[config.mk]
export PLATFORM = sky130hd
export DESIGN_NAME = allreduce_schedule_generator
export DESIGN_NICKNAME = d
export VERILOG_FILES = /design/src/rtl/core/asg_pkg.sv /design/src/rtl/core/asg_mul.sv /design/src/rtl/core/asg_out_buf.sv /design/src/rtl/core/asg_ctrl.sv /design/src/rtl/core/allreduce_schedule_generator.sv
export SDC_FILE = /design/constraint.sdc
export NUM_CORES = 1
export LEC_CHECK = 0
export ABC_AREA = 1
export BUFFER_PORTS_ARGS = -buffer_cell sky130_fd_sc_hd__buf_2
export CORE_ASPECT_RATIO = 0.7
export CORE_MARGIN = 5
export CORE_UTILIZATION = 45
export DETAILED_ROUTE_END_ITERATION = 12
export HOLD_SLACK_MARGIN = 0.02
export PLACE_DENSITY_LB_ADDON = 0.15
export SLEW_MARGIN = 30
export SYNTH_ARGS = -nofsm -noshare
export SYNTH_HDL_FRONTEND = slang
export SYNTH_SLANG_ARGS = --single-unit
[constraint.sdc]
create_clock -name aclk -period 20.9 [get_ports aclk]
set_clock_uncertainty 0.1 [all_clocks]
set_input_delay 1.045 -clock aclk [delete_from_list [all_inputs] [get_ports aclk]]
set_output_delay 1.045 -clock aclk [all_outputs]
set_load 0.03 [all_outputs]
[src/rtl/core/asg_pkg.sv]
// shared types and constants for the allreduce schedule generator
`timescale 1ns / 1ps
`default_nettype none

package asg_pkg;

    localparam int unsigned MAX_RANKS = 64;

    localparam int unsigned CNT_W  = 31;
    localparam int unsigned BYTE_W = 7;
    localparam int unsigned RANK_W = 6;
    localparam int unsigned SIZE_W = 7;
    localparam int unsigned IDX_W  = 7;
    localparam int unsigned PROD_W = CNT_W + IDX_W;

    localparam logic [1:0] ACT_COPY   = 2'd0;
    localparam logic [1:0] ACT_SEND   = 2'd1;
    localparam logic [1:0] ACT_RECV   = 2'd2;
    localparam logic [1:0] ACT_REDUCE = 2'd3;

    localparam logic [1:0] BUF_USER   = 2'd0;
    localparam logic [1:0] BUF_RESULT = 2'd1;
    localparam logic [1:0] BUF_TEMP   = 2'd2;

    localparam logic [1:0] CFG_MY_RANK    = 2'd0;
    localparam logic [1:0] CFG_GROUP_SIZE = 2'd1;
    localparam logic [1:0] CFG_SHORT_MSG  = 2'd2;

    typedef struct packed {
        logic [1:0]        action;
        logic [RANK_W-1:0] peer;
        logic [1:0]        src_buf;
        logic [1:0]        dst_buf;
        logic [CNT_W-1:0]  elem_offset;
        logic [CNT_W-1:0]  elem_length;
        logic              wait_after;
    } sched_entry_t;

    typedef struct packed {
        logic             start;
        logic [IDX_W-1:0] a;
        logic [CNT_W-1:0] b;
    } mul_req_t;

    typedef struct packed {
        logic push;
        logic finish;
    } ob_ctrl_t;

    typedef struct packed {
        logic ack;
        logic pend_valid;
    } ob_stat_t;

endpackage

`default_nettype wire

[src/rtl/core/asg_mul.sv]
// shared registered multiplier for offsets, lengths and the byte size
`timescale 1ns / 1ps
`default_nettype none

module asg_mul (
    input  wire logic                       aclk,
    input  wire asg_pkg::mul_req_t          req,
    output logic [asg_pkg::PROD_W-1:0]      prod
);
    import asg_pkg::*;

    logic [PROD_W-1:0] prod_reg;
    logic [PROD_W-1:0] prod_next;

    assign prod_next = {{(PROD_W-IDX_W){1'b0}}, req.a} * {{(PROD_W-CNT_W){1'b0}}, req.b};

    always_ff @(posedge aclk) begin
        if (req.start) begin
            prod_reg <= prod_next;
        end
    end

    assign prod = prod_reg;

endmodule

`default_nettype wire

[src/rtl/core/asg_out_buf.sv]
// pending entry stage and output register, marks the final entry of a run
`timescale 1ns / 1ps
`default_nettype none

module asg_out_buf (
    input  wire logic                  aclk,
    input  wire logic                  aresetn,
    input  wire asg_pkg::ob_ctrl_t     ctrl,
    input  wire asg_pkg::sched_entry_t entry_in,
    output asg_pkg::ob_stat_t          stat,
    output logic                       m_valid,
    input  wire logic                  m_ready,
    output asg_pkg::sched_entry_t      m_entry,
    output logic                       m_last
);
    import asg_pkg::*;

    logic         pend_valid_reg, pend_valid_next;
    sched_entry_t pend_reg, pend_next;
    logic         out_valid_reg, out_valid_next;
    sched_entry_t out_reg, out_next;
    logic         last_reg, last_next;
    logic         out_free;
    logic         ack;
    logic         move;

    assign out_free = !out_valid_reg || m_ready;
    assign ack      = !pend_valid_reg || out_free;
    assign move     = (ctrl.push || ctrl.finish) && ack && pend_valid_reg;

    always_comb begin
        pend_valid_next = pend_valid_reg;
        pend_next       = pend_reg;
        out_next        = out_reg;
        last_next       = last_reg;
        out_valid_next  = out_valid_reg;
        if (m_ready) begin
            out_valid_next = 1'b0;
        end
        if (move) begin
            out_valid_next = 1'b1;
            out_next       = pend_reg;
            last_next      = ctrl.finish;
        end
        if (ctrl.push && ack) begin
            pend_valid_next = 1'b1;
            pend_next       = entry_in;
        end else if (ctrl.finish && ack) begin
            pend_valid_next = 1'b0;
        end
    end

    always_ff @(posedge aclk) begin
        if (!aresetn) begin
            pend_valid_reg <= 1'b0;
            out_valid_reg  <= 1'b0;
        end else begin
            pend_valid_reg <= pend_valid_next;
            out_valid_reg  <= out_valid_next;
        end
        pend_reg <= pend_next;
        out_reg  <= out_next;
        last_reg <= last_next;
    end

    assign stat.ack        = ack;
    assign stat.pend_valid = pend_valid_reg;
    assign m_valid         = out_valid_reg;
    assign m_entry         = out_reg;
    assign m_last          = last_reg;

endmodule

`default_nettype wire

[src/rtl/core/asg_ctrl.sv]
// schedule sequencer: walks fold, doubling or scatter/gather steps, drives the multiplier
`timescale 1ns / 1ps
`default_nettype none

module asg_ctrl (
    input  wire logic                         aclk,
    input  wire logic                         aresetn,
    input  wire logic                         s_valid,
    output logic                              s_ready,
    input  wire logic [asg_pkg::CNT_W-1:0]    s_element_count,
    input  wire logic [asg_pkg::BYTE_W-1:0]   s_element_bytes,
    input  wire logic                         s_op_commutative,
    input  wire logic                         s_op_builtin,
    input  wire logic                         s_inplace,
    input  wire logic [asg_pkg::RANK_W-1:0]   my_rank,
    input  wire logic [asg_pkg::SIZE_W-1:0]   group_size,
    input  wire logic [31:0]                  short_msg_bytes,
    output asg_pkg::mul_req_t                 mul_req,
    input  wire logic [asg_pkg::PROD_W-1:0]   mul_prod,
    output asg_pkg::ob_ctrl_t                 ob_ctrl,
    input  wire asg_pkg::ob_stat_t            ob_stat,
    output asg_pkg::sched_entry_t             ob_entry
);
    import asg_pkg::*;

    typedef enum logic [6:0] {
        ST_IDLE   = 7'b0000001,
        ST_SETUP  = 7'b0000010,
        ST_DECIDE = 7'b0000100,
        ST_PLAN   = 7'b0001000,
        ST_OFF    = 7'b0010000,
        ST_LEN    = 7'b0100000,
        ST_FLUSH  = 7'b1000000
    } ctrl_state_t;

    typedef enum logic [6:0] {
        PH_COPY = 7'b0000001,
        PH_PRE  = 7'b0000010,
        PH_RD   = 7'b0000100,
        PH_RS   = 7'b0001000,
        PH_AG   = 7'b0010000,
        PH_POST = 7'b0100000,
        PH_DONE = 7'b1000000
    } phase_t;

    typedef enum logic [1:0] {
        LEN_ZERO,
        LEN_TAIL,
        LEN_MID
    } len_mode_t;

    ctrl_state_t       state_reg, state_next;
    phase_t            phase_reg, phase_next;
    logic [1:0]        sub_reg, sub_next;
    logic [2:0]        j_reg, j_next;
    logic [IDX_W-1:0]  sidx_reg, sidx_next;
    logic [IDX_W-1:0]  ridx_reg, ridx_next;
    logic [IDX_W-1:0]  lidx_reg, lidx_next;
    logic [CNT_W-1:0]  count_reg;
    logic [BYTE_W-1:0] ebytes_reg;
    logic              commut_reg;
    logic              builtin_reg;
    logic              inplace_reg;
    logic              use_rd_reg, use_rd_next;
    logic [CNT_W-1:0]  q_reg, q_next;
    sched_entry_t      desc_reg, desc_next;
    logic [CNT_W-1:0]  off_reg, off_next;
    len_mode_t         len_mode_reg, len_mode_next;
    logic [IDX_W-1:0]  len_m_reg, len_m_next;

    logic [SIZE_W-1:0] size_eff;
    logic [2:0]        log_k;
    logic [2:0]        k_m1;
    logic [IDX_W-1:0]  pof2;
    logic [SIZE_W-1:0] rem;
    logic              rank_ok;
    logic              fold;
    logic [RANK_W-1:0] newrank;
    logic              main_on;
    logic [RANK_W-1:0] mask_j;
    logic [RANK_W-1:0] nd;
    logic [RANK_W-1:0] rd_peer;
    logic              peer_lt_rank;
    logic              lower;
    logic [2:0]        jp1;
    logic [IDX_W-1:0]  half;
    logic [IDX_W-1:0]  cur_s, cur_r, cur_l;
    phase_t            enter_main;

    logic              p_emit;
    logic [1:0]        p_action;
    logic [RANK_W-1:0] p_peer;
    logic [1:0]        p_src;
    logic [1:0]        p_dst;
    logic              p_wait;
    logic [IDX_W-1:0]  p_off_idx;
    logic [IDX_W-1:0]  p_span_a;
    logic [IDX_W-1:0]  p_span_b;
    phase_t            p_phase;
    logic [1:0]        p_sub;
    logic [2:0]        p_j;
    logic [IDX_W-1:0]  p_sidx, p_ridx, p_lidx;
    len_mode_t         p_len_mode;
    logic [IDX_W-1:0]  p_len_m;
    logic [CNT_W-1:0]  len_val;

    // group geometry
    always_comb begin
        if (group_size == '0) begin
            size_eff = SIZE_W'(1);
        end else if (32'(group_size) > 32'(MAX_RANKS)) begin
            size_eff = SIZE_W'(MAX_RANKS);
        end else begin
            size_eff = group_size;
        end
        log_k = 3'd0;
        for (int i = 0; i < SIZE_W; i++) begin
            if (size_eff[i]) begin
                log_k = 3'(i);
            end
        end
    end

    assign pof2    = IDX_W'(1) << log_k;
    assign k_m1    = log_k - 3'd1;
    assign rem     = size_eff - pof2;
    assign rank_ok = {1'b0, my_rank} < size_eff;
    assign fold    = {1'b0, my_rank} < {rem[RANK_W-1:0], 1'b0};
    assign newrank = fold ? {1'b0, my_rank[RANK_W-1:1]} : my_rank - rem[RANK_W-1:0];
    assign main_on = !(fold && !my_rank[0]);

    assign mask_j  = RANK_W'(1) << j_reg;
    assign nd      = newrank ^ mask_j;
    assign rd_peer = ({1'b0, nd} < rem) ? {nd[RANK_W-2:0], 1'b1} : nd + rem[RANK_W-1:0];
    assign peer_lt_rank = rd_peer < my_rank;
    assign lower   = (newrank & mask_j) == '0;
    assign jp1     = j_reg + 3'd1;
    assign half    = pof2 >> jp1;

    assign enter_main = (!main_on || log_k == 3'd0) ? PH_POST : (use_rd_reg ? PH_RD : PH_RS);

    // block indexes after the update at the head of an exchange step
    always_comb begin
        cur_s = sidx_reg;
        cur_r = ridx_reg;
        cur_l = lidx_reg;
        if (sub_reg == 2'd0) begin
            if (phase_reg == PH_RS) begin
                if (lower) begin
                    cur_s = ridx_reg + half;
                end else begin
                    cur_r = sidx_reg + half;
                end
            end else if (phase_reg == PH_AG) begin
                if (lower) begin
                    cur_r = sidx_reg + half;
                    if (j_reg != k_m1) begin
                        cur_l = lidx_reg + half;
                    end
                end else begin
                    cur_r = sidx_reg - half;
                end
            end
        end
    end

    // entry decode for the current step
    always_comb begin
        p_emit    = 1'b0;
        p_action  = ACT_COPY;
        p_peer    = '0;
        p_src     = BUF_USER;
        p_dst     = BUF_USER;
        p_wait    = 1'b0;
        p_off_idx = '0;
        p_span_a  = '0;
        p_span_b  = pof2;
        p_phase   = phase_reg;
        p_sub     = sub_reg;
        p_j       = j_reg;
        p_sidx    = cur_s;
        p_ridx    = cur_r;
        p_lidx    = cur_l;
        unique case (phase_reg)
            PH_COPY: begin
                p_emit   = !inplace_reg;
                p_action = ACT_COPY;
                p_src    = BUF_USER;
                p_dst    = BUF_RESULT;
                p_wait   = 1'b1;
                p_phase  = PH_PRE;
            end
            PH_PRE: begin
                if (fold && my_rank[0]) begin
                    p_emit = 1'b1;
                    p_wait = 1'b1;
                    if (sub_reg == 2'd0) begin
                        p_action = ACT_RECV;
                        p_peer   = my_rank - RANK_W'(1);
                        p_dst    = BUF_TEMP;
                        p_sub    = 2'd1;
                    end else begin
                        p_action = ACT_REDUCE;
                        p_src    = BUF_TEMP;
                        p_dst    = BUF_RESULT;
                        p_sub    = 2'd0;
                        p_phase  = enter_main;
                    end
                end else if (fold) begin
                    p_emit   = 1'b1;
                    p_action = ACT_SEND;
                    p_peer   = my_rank + RANK_W'(1);
                    p_src    = BUF_RESULT;
                    p_wait   = 1'b1;
                    p_phase  = enter_main;
                end else begin
                    p_phase = enter_main;
                end
            end
            PH_RD: begin
                p_emit = 1'b1;
                unique case (sub_reg)
                    2'd0: begin
                        p_action = ACT_RECV;
                        p_peer   = rd_peer;
                        p_dst    = BUF_TEMP;
                        p_sub    = 2'd1;
                    end
                    2'd1: begin
                        p_action = ACT_SEND;
                        p_peer   = rd_peer;
                        p_src    = BUF_RESULT;
                        p_wait   = 1'b1;
                        p_sub    = 2'd2;
                    end
                    2'd2: begin
                        p_action = ACT_REDUCE;
                        p_wait   = 1'b1;
                        if (commut_reg || peer_lt_rank) begin
                            p_src = BUF_TEMP;
                            p_dst = BUF_RESULT;
                            p_sub = 2'd0;
                            if (j_reg == k_m1) begin
                                p_phase = PH_POST;
                            end else begin
                                p_j = jp1;
                            end
                        end else begin
                            p_src = BUF_RESULT;
                            p_dst = BUF_TEMP;
                            p_sub = 2'd3;
                        end
                    end
                    2'd3: begin
                        p_action = ACT_COPY;
                        p_src    = BUF_TEMP;
                        p_dst    = BUF_RESULT;
                        p_wait   = 1'b1;
                        p_sub    = 2'd0;
                        if (j_reg == k_m1) begin
                            p_phase = PH_POST;
                        end else begin
                            p_j = jp1;
                        end
                    end
                endcase
            end
            PH_RS: begin
                p_emit = 1'b1;
                unique case (sub_reg)
                    2'd0: begin
                        p_action  = ACT_RECV;
                        p_peer    = rd_peer;
                        p_dst     = BUF_TEMP;
                        p_off_idx = cur_r;
                        p_span_a  = cur_r;
                        p_span_b  = lower ? cur_s : cur_l;
                        p_sub     = 2'd1;
                    end
                    2'd1: begin
                        p_action  = ACT_SEND;
                        p_peer    = rd_peer;
                        p_src     = BUF_RESULT;
                        p_wait    = 1'b1;
                        p_off_idx = cur_s;
                        p_span_a  = cur_s;
                        p_span_b  = lower ? cur_l : cur_r;
                        p_sub     = 2'd2;
                    end
                    default: begin
                        p_action  = ACT_REDUCE;
                        p_src     = BUF_TEMP;
                        p_dst     = BUF_RESULT;
                        p_wait    = 1'b1;
                        p_off_idx = cur_r;
                        p_span_a  = cur_r;
                        p_span_b  = lower ? cur_s : cur_l;
                        p_sub     = 2'd0;
                        p_sidx    = ridx_reg;
                        if (j_reg == k_m1) begin
                            p_phase = PH_AG;
                        end else begin
                            p_lidx = ridx_reg + half;
                            p_j    = jp1;
                        end
                    end
                endcase
            end
            PH_AG: begin
                p_emit = 1'b1;
                if (sub_reg == 2'd0) begin
                    p_action  = ACT_RECV;
                    p_peer    = rd_peer;
                    p_dst     = BUF_RESULT;
                    p_off_idx = cur_r;
                    p_span_a  = cur_r;
                    p_span_b  = lower ? cur_l : sidx_reg;
                    p_sub     = 2'd1;
                end else begin
                    p_action  = ACT_SEND;
                    p_peer    = rd_peer;
                    p_src     = BUF_RESULT;
                    p_wait    = 1'b1;
                    p_off_idx = sidx_reg;
                    p_span_a  = sidx_reg;
                    p_span_b  = lower ? cur_r : cur_l;
                    p_sub     = 2'd0;
                    if (!lower) begin
                        p_sidx = ridx_reg;
                    end
                    if (j_reg == 3'd0) begin
                        p_phase = PH_POST;
                    end else begin
                        p_j = j_reg - 3'd1;
                    end
                end
            end
            PH_POST: begin
                p_emit  = fold;
                p_phase = PH_DONE;
                if (my_rank[0]) begin
                    p_action = ACT_SEND;
                    p_peer   = my_rank - RANK_W'(1);
                    p_src    = BUF_RESULT;
                end else begin
                    p_action = ACT_RECV;
                    p_peer   = my_rank + RANK_W'(1);
                    p_dst    = BUF_RESULT;
                end
            end
            PH_DONE: begin
                p_emit = 1'b0;
            end
            default: begin
                p_emit = 1'b0;
            end
        endcase
    end

    // span of blocks [a, b): empty, tail up to the total, or whole blocks
    always_comb begin
        if (p_span_b <= p_span_a) begin
            p_len_mode = LEN_ZERO;
            p_len_m    = '0;
        end else if (p_span_b >= pof2) begin
            p_len_mode = LEN_TAIL;
            p_len_m    = p_span_a;
        end else begin
            p_len_mode = LEN_MID;
            p_len_m    = p_span_b - p_span_a;
        end
    end

    always_comb begin
        unique case (len_mode_reg)
            LEN_ZERO: len_val = '0;
            LEN_TAIL: len_val = count_reg - mul_prod[CNT_W-1:0];
            LEN_MID:  len_val = mul_prod[CNT_W-1:0];
            default:  len_val = '0;
        endcase
    end

    always_comb begin
        state_next    = state_reg;
        phase_next    = phase_reg;
        sub_next      = sub_reg;
        j_next        = j_reg;
        sidx_next     = sidx_reg;
        ridx_next     = ridx_reg;
        lidx_next     = lidx_reg;
        use_rd_next   = use_rd_reg;
        q_next        = q_reg;
        desc_next     = desc_reg;
        off_next      = off_reg;
        len_mode_next = len_mode_reg;
        len_m_next    = len_m_reg;
        mul_req.start = 1'b0;
        mul_req.a     = len_m_reg;
        mul_req.b     = q_reg;
        ob_ctrl.push   = 1'b0;
        ob_ctrl.finish = 1'b0;
        unique case (state_reg)
            ST_IDLE: begin
                if (s_valid) begin
                    state_next = ST_SETUP;
                end
            end
            ST_SETUP: begin
                mul_req.start = 1'b1;
                mul_req.a     = ebytes_reg;
                mul_req.b     = count_reg;
                state_next    = ST_DECIDE;
            end
            ST_DECIDE: begin
                use_rd_next = (mul_prod <= {{(PROD_W-32){1'b0}}, short_msg_bytes}) ||
                              !builtin_reg ||
                              (count_reg < {{(CNT_W-IDX_W){1'b0}}, pof2});
                q_next     = count_reg >> log_k;
                phase_next = PH_COPY;
                sub_next   = 2'd0;
                j_next     = 3'd0;
                sidx_next  = '0;
                ridx_next  = '0;
                lidx_next  = pof2;
                state_next = rank_ok ? ST_PLAN : ST_FLUSH;
            end
            ST_PLAN: begin
                phase_next = p_phase;
                sub_next   = p_sub;
                j_next     = p_j;
                sidx_next  = p_sidx;
                ridx_next  = p_ridx;
                lidx_next  = p_lidx;
                if (phase_reg == PH_DONE) begin
                    state_next = ST_FLUSH;
                end else if (p_emit) begin
                    desc_next.action      = p_action;
                    desc_next.peer        = p_peer;
                    desc_next.src_buf     = p_src;
                    desc_next.dst_buf     = p_dst;
                    desc_next.elem_offset = '0;
                    desc_next.elem_length = '0;
                    desc_next.wait_after  = p_wait;
                    len_mode_next = p_len_mode;
                    len_m_next    = p_len_m;
                    mul_req.start = 1'b1;
                    mul_req.a     = p_off_idx;
                    mul_req.b     = q_reg;
                    state_next    = ST_OFF;
                end
            end
            ST_OFF: begin
                off_next      = mul_prod[CNT_W-1:0];
                mul_req.start = 1'b1;
                mul_req.a     = len_m_reg;
                mul_req.b     = q_reg;
                state_next    = ST_LEN;
            end
            ST_LEN: begin
                ob_ctrl.push = 1'b1;
                if (ob_stat.ack) begin
                    state_next = ST_PLAN;
                end
            end
            ST_FLUSH: begin
                ob_ctrl.finish = 1'b1;
                if (ob_stat.ack) begin
                    state_next = ST_IDLE;
                end
            end
            default: begin
                state_next = ST_IDLE;
            end
        endcase
    end

    always_ff @(posedge aclk) begin
        if (!aresetn) begin
            state_reg <= ST_IDLE;
            phase_reg <= PH_DONE;
            sub_reg   <= 2'd0;
            j_reg     <= 3'd0;
        end else begin
            state_reg <= state_next;
            phase_reg <= phase_next;
            sub_reg   <= sub_next;
            j_reg     <= j_next;
        end
        if (state_reg == ST_IDLE && s_valid) begin
            count_reg   <= s_element_count;
            ebytes_reg  <= s_element_bytes;
            commut_reg  <= s_op_commutative;
            builtin_reg <= s_op_builtin;
            inplace_reg <= s_inplace;
        end
        sidx_reg     <= sidx_next;
        ridx_reg     <= ridx_next;
        lidx_reg     <= lidx_next;
        use_rd_reg   <= use_rd_next;
        q_reg        <= q_next;
        desc_reg     <= desc_next;
        off_reg      <= off_next;
        len_mode_reg <= len_mode_next;
        len_m_reg    <= len_m_next;
    end

    assign s_ready = (state_reg == ST_IDLE);

    always_comb begin
        ob_entry             = desc_reg;
        ob_entry.elem_offset = off_reg;
        ob_entry.elem_length = len_val;
    end

endmodule

`default_nettype wire

[src/rtl/core/allreduce_schedule_generator.sv]
// allreduce schedule generator top level: configuration registers and submodules
//
// One request on the s_ channel describes an allreduce; the block answers with
// the run of schedule entries for this node on the m_ channel, the final one
// flagged by m_last. A run holds 0 to 31 entries.
// Rank, group size and the short message threshold are written through the
// cfg_ port (cfg_wr_en, cfg_index, cfg_data), one register per cycle. The
// user must write them only while no request is in flight; the block
// itself does not enforce it. After a request is accepted, the setup states
// form the byte size product through the shared multiplier; then each entry
// is planned, and its element offset product and then its length product are
// formed, all on the single 7x31 multiplier. Phases that emit nothing pass
// through the planning state without an entry. s_ready is high only between
// requests.
// The last entry of a run is held one stage back until the run ends, then
// leaves with m_last set. The output register lets the next request start
// while the final entry still waits for m_ready; a stalled receiver holds
// the sequencer at its next entry.
// Reset (synchronous, aresetn low) restores rank 0, group size 1 and a
// threshold of 2048 bytes, and drops any entry in flight.
`timescale 1ns / 1ps
`default_nettype none

module allreduce_schedule_generator (
    input  wire logic        aclk,
    input  wire logic        aresetn,
    input  wire logic        cfg_wr_en,
    input  wire logic [1:0]  cfg_index,
    input  wire logic [31:0] cfg_data,
    input  wire logic        s_valid,
    output logic             s_ready,
    input  wire logic [30:0] s_element_count,
    input  wire logic [6:0]  s_element_bytes,
    input  wire logic        s_op_commutative,
    input  wire logic        s_op_builtin,
    input  wire logic        s_inplace,
    output logic             m_valid,
    input  wire logic        m_ready,
    output logic [1:0]       m_action,
    output logic [5:0]       m_peer,
    output logic [1:0]       m_src_buf,
    output logic [1:0]       m_dst_buf,
    output logic [30:0]      m_elem_offset,
    output logic [30:0]      m_elem_length,
    output logic             m_wait_after,
    output logic             m_last
);
    import asg_pkg::*;

    logic [RANK_W-1:0] my_rank_reg, my_rank_next;
    logic [SIZE_W-1:0] group_size_reg, group_size_next;
    logic [31:0]       short_msg_bytes_reg, short_msg_bytes_next;

    mul_req_t          mul_req;
    logic [PROD_W-1:0] mul_prod;
    ob_ctrl_t          ob_ctrl;
    ob_stat_t          ob_stat;
    sched_entry_t      ob_entry;
    sched_entry_t      m_entry;

    always_comb begin
        my_rank_next         = my_rank_reg;
        group_size_next      = group_size_reg;
        short_msg_bytes_next = short_msg_bytes_reg;
        if (cfg_wr_en) begin
            unique case (cfg_index)
                CFG_MY_RANK:    my_rank_next         = cfg_data[RANK_W-1:0];
                CFG_GROUP_SIZE: group_size_next      = cfg_data[SIZE_W-1:0];
                CFG_SHORT_MSG:  short_msg_bytes_next = cfg_data;
                default: begin
                    my_rank_next = my_rank_reg;
                end
            endcase
        end
    end

    always_ff @(posedge aclk) begin
        if (!aresetn) begin
            my_rank_reg         <= '0;
            group_size_reg      <= SIZE_W'(1);
            short_msg_bytes_reg <= 32'd2048;
        end else begin
            my_rank_reg         <= my_rank_next;
            group_size_reg      <= group_size_next;
            short_msg_bytes_reg <= short_msg_bytes_next;
        end
    end

    asg_mul u_mul (
        .aclk (aclk),
        .req  (mul_req),
        .prod (mul_prod)
    );

    asg_ctrl u_ctrl (
        .aclk             (aclk),
        .aresetn          (aresetn),
        .s_valid          (s_valid),
        .s_ready          (s_ready),
        .s_element_count  (s_element_count),
        .s_element_bytes  (s_element_bytes),
        .s_op_commutative (s_op_commutative),
        .s_op_builtin     (s_op_builtin),
        .s_inplace        (s_inplace),
        .my_rank          (my_rank_reg),
        .group_size       (group_size_reg),
        .short_msg_bytes  (short_msg_bytes_reg),
        .mul_req          (mul_req),
        .mul_prod         (mul_prod),
        .ob_ctrl          (ob_ctrl),
        .ob_stat          (ob_stat),
        .ob_entry         (ob_entry)
    );

    asg_out_buf u_out_buf (
        .aclk     (aclk),
        .aresetn  (aresetn),
        .ctrl     (ob_ctrl),
        .entry_in (ob_entry),
        .stat     (ob_stat),
        .m_valid  (m_valid),
        .m_ready  (m_ready),
        .m_entry  (m_entry),
        .m_last   (m_last)
    );

    assign m_action      = m_entry.action;
    assign m_peer        = m_entry.peer;
    assign m_src_buf     = m_entry.src_buf;
    assign m_dst_buf     = m_entry.dst_buf;
    assign m_elem_offset = m_entry.elem_offset;
    assign m_elem_length = m_entry.elem_length;
    assign m_wait_after  = m_entry.wait_after;

`ifndef NO_ASSERTIONS
    a_reset_clears_out: assert property (@(posedge aclk) !aresetn |=> !m_valid)
        else $error("output valid after reset");

    a_accept_no_pending: assert property (@(posedge aclk) disable iff (!aresetn)
        s_ready |-> !ob_stat.pend_valid)
        else $error("new request taken while an entry is still pending");

    a_local_peer_zero: assert property (@(posedge aclk) disable iff (!aresetn)
        m_valid && (m_action == ACT_COPY || m_action == ACT_REDUCE) |-> m_peer == '0)
        else $error("local entry carries a peer");

    a_send_no_dst: assert property (@(posedge aclk) disable iff (!aresetn)
        m_valid && m_action == ACT_SEND |-> m_dst_buf == BUF_USER)
        else $error("send entry carries a destination buffer");
`endif

endmodule

`default_nettype wire

==> summary.txt <==
Clock tree
  – CTS tree: yes
  – Post-CTS setup-driven buffer insertion count: 0
  – Worst-case clock buffer depth: 3
  – Clock-pin slew on the worst setup and hold paths: 0.07 ns
  – Worst skew pair latency: 0.58 ns
  – Clock sinks: 402
  – Root Buffer: clkbuf_16
  – Post-CTS Hold Buffers: 0
  – Post-CTS Resized: 0
  – TritonCTS buffer count: 41
  – CTS H-tree lvls: 2

Cells and area
  – Layout fillers: 6269
  – Share of layout cells above drive strength 1: 9.91%
  – Nets: 3981
  – Area grow syn2layout: 10.2%
  – ANT cells: 0
  – Post-route cell area: 32600 um^2

Detailed routing
  – Starting DRC count in detailed routing: 2809
  – Final WL: 91400 um
  – Pre-Repair DR Iteration Count: 5
  – Vias/cell: 5.49
  – Routed vias: 24372
  – Post-route ant nets: 0
  – Wirelength per Cell: 20.6 um
  – # DRC: 0

Timing
  – Final period util: 58.9%
  – Final Max Tran Viols: 0
  – Setup Viol. Count Final: 0
  – Final hold viol count: 0
  – Hold WS: 0.318 ns
  – Normalized max-slew margin: 29.5%
  – Final setup TNS: 0 ns
  – RSZ-0062 raised after global routing: no
  – Crit path time final: 12.30 ns
  – Fmax: 81.3 MHz
  – Final worst slack: 8.60 ns
  – Worst-Margin Slew: 1.05 ns

Synth
  – Netlist Area Pre-Place: 29600 um^2
  – Synth Register Bits: 402
  – Share of the synthesized area in the top cell type: 34.1%
  – Yosys cell types: 62
  – Largest cells by area after synthesis: edfxtp_1 34%, fa_1 10%, ha_1 9.2%, nand2_1 7.2%, inv_1 6.3%
  – Sequential share of the synthesized area: 38.5%
  – Synth Net Count: 3845
  – Mapped Cells: 3394
  – Post-synth EDFFs: 336
  – Commonest cells post-synth: 568 x nand2_1, 493 x inv_1, 350 x nor2_1
  – Asr flop ratio synth: 0%
  – Prevailing post-synth register cell: edfxtp_1
  – Yosys warns: 0
  – Mapped Avg Cell Area: 8.72 um^2
  – Synth area leader: edfxtp_1
  – Count leader, synth: nand2_1

Worst setup path
  – R2R Setup Slk: 8.60 ns
  – Max incr delay on CP: 0.69 ns
  – Slowest cell on the critical path: inv_1
  – Worst-path maximum fanout: 37
  – Setup Crit Path Kind: flop to flop
  – Crit end category: flop
  – R2r startpoint: group_size_reg[4]
  – Critical path launch point type: flop
  – Most used cell along the critical path: nand2_1
  – Crit path DAT: 12.53 ns
  – Worst reg2reg endpoint: u_mul.prod[34]
  – Worst R2R Path Depth: 58
  – Crit path required time: 21.13 ns

Power and ir drop
  – Logic gate share of total power: 52.7%
  – Leak Pwr: 0.0143 uW
  – Peak VDD IR: 73.6 uV
  – Sw power: 1690 uW
  – Sw Share: 45.3%
  – Seq pwr share: 27.4%
  – Clock power frac: 19.9%
  – PwrDens: 115 nW/um^2
  – PnR Total Power: 3740 uW
  – Int Pwr: 2050 uW

Global route
  – Global route hottest layer: met1
  – Remaining global-route overflow: 0
  – M3 GR Usage: 7.37%
  – Total track usage: 25.4%
  – GR Layer Usage met2: 32.4%
  – Met1 GRT Util: 41.9%
  – Vias in the first global route: 22493
  – Largest net degree at the start of global routing: 64
  – First-pass GRT wire length: 139000 um
  – Antenna violations before repair: 0

Place
  – Dpl cell area: 31300 um^2
  – # port buffers: 157
  – Setup WS pre-CTS: 8.58 ns
  – Final GP Congestion: 0.996
  – Hpwl dp: 72200 um

Die
  – I/O pin count: 158
  – Die Area: 71100 um^2
  – Initial Util: 45.5%
  – Die Y: 225 um
  – Die width: 317 um
  – Row count: 78
  – Core ar.: 65000 um^2

Flow run
  – Max cap viols: 0

Hold path
  – Hold Path End: u_out_buf.m_entry[4]
  – Min-Delay Path Depth: 0
  – Type of the worst min-delay path: flop to flop
  – Worst Hold Launch: u_out_buf.pend_reg[4]

Run status
  – Run status: finished clean
-- critical path, delay by kind of cell, from the launching register on --
family	cells	cell delay, ns
adders and majority gates	8	3.42
xor gates and xnor gates	2	0.28
AOI/OAI and AO/OA	7	1.69
DFF	1	0.32
and+or+nand+nor	30	3.82
buffers and inverters	11	2.34
-- area by class of cell --
cell class / instances / area, um^2 / share of cell area [%]
timing repair buffer: 188 / 1020 / 3.12
tap: 880 / 1100 / 3.37
inverter: 515 / 1940 / 5.94
multi-input combinational: 2382 / 15800 / 48.5
clock buffer: 55 / 1150 / 3.52
clock inverter: 21 / 195 / 0.598
sequential: 402 / 11400 / 35.0
-- how the worst max path moves through the flow --
| stage | start | end | cells after the start |
|---|---|---|---|
| after floorplan | group_size_reg[5] | u_mul.prod[34] | 58 |
| after global placement | group_size_reg[5] | u_mul.prod[23] | 55 |
| after detailed placement | group_size_reg[5] | u_mul.prod[34] | 56 |
| after CTS | group_size_reg[5] | u_mul.prod[34] | 56 |
| after global routing | group_size_reg[4] | u_mul.prod[34] | 58 |
| final | group_size_reg[4] | u_mul.prod[34] | 58 |
-- layout by cell type, fill, tap and decap left out, types with 31 or more instances in the layout --
cell / instances
edfxtp_1: 336
xor2_1: 46
ha_1: 218
fa_1: 153
buf_2: 157
buf_4: 31
a21oi_1: 269
nand3_1: 132
inv_1: 492
nand2_1: 568
dfxtp_1: 66
nor2_1: 346
o21ai_0: 293
clkbuf_16: 42
nand4_1: 33
-- through the flow --
stage	util, %	std cells
6_report	50.2	4443
2_1_floorplan	-	3394
4_1_cts	50.2	4443
3_5_place_dp	48.1	4367
3_3_place_gp	48.1	4367
5_1_grt	50.2	4443
-- power groups by stage --
| stage | clock [uW] | combinational, uW | sequential [uW] |
|---|---|---|---|
| floorplan | 0 | 1340 | 1010 |
| global placement | 0 | 1920 | 1040 |
| detailed placement | 0 | 1910 | 1040 |
| CTS | 762 | 1920 | 1020 |
| global route | 796 | 2190 | 1020 |
| finish | 745 | 1970 | 1020 |
-- per-layer routing --
layer  share of wire, %  wire, um  vias to the layer above
met1                 49     45100                    11480
met5               0.10        94                        -
li1                   -         -                    11643
met3                 12     11200                       96
met2                 37     33500                     1151
met4                1.6      1470                        2
-- cell families (layout without fill, tap and decap cells) --
logic type      Yosys count  in the layout  share of synthesized area (%)
compound gates          724            724                           13.6
xor+xnor                 70             70                           2.12
fa+ha+maj               371            371                           19.6
buf+inv                 610            779                           8.20
flops                   402            402                           38.5
mux                      10             10                          0.338
simple gates           1207           1207                           17.7
Note: power is estimated with default switching activity, not from simulation.
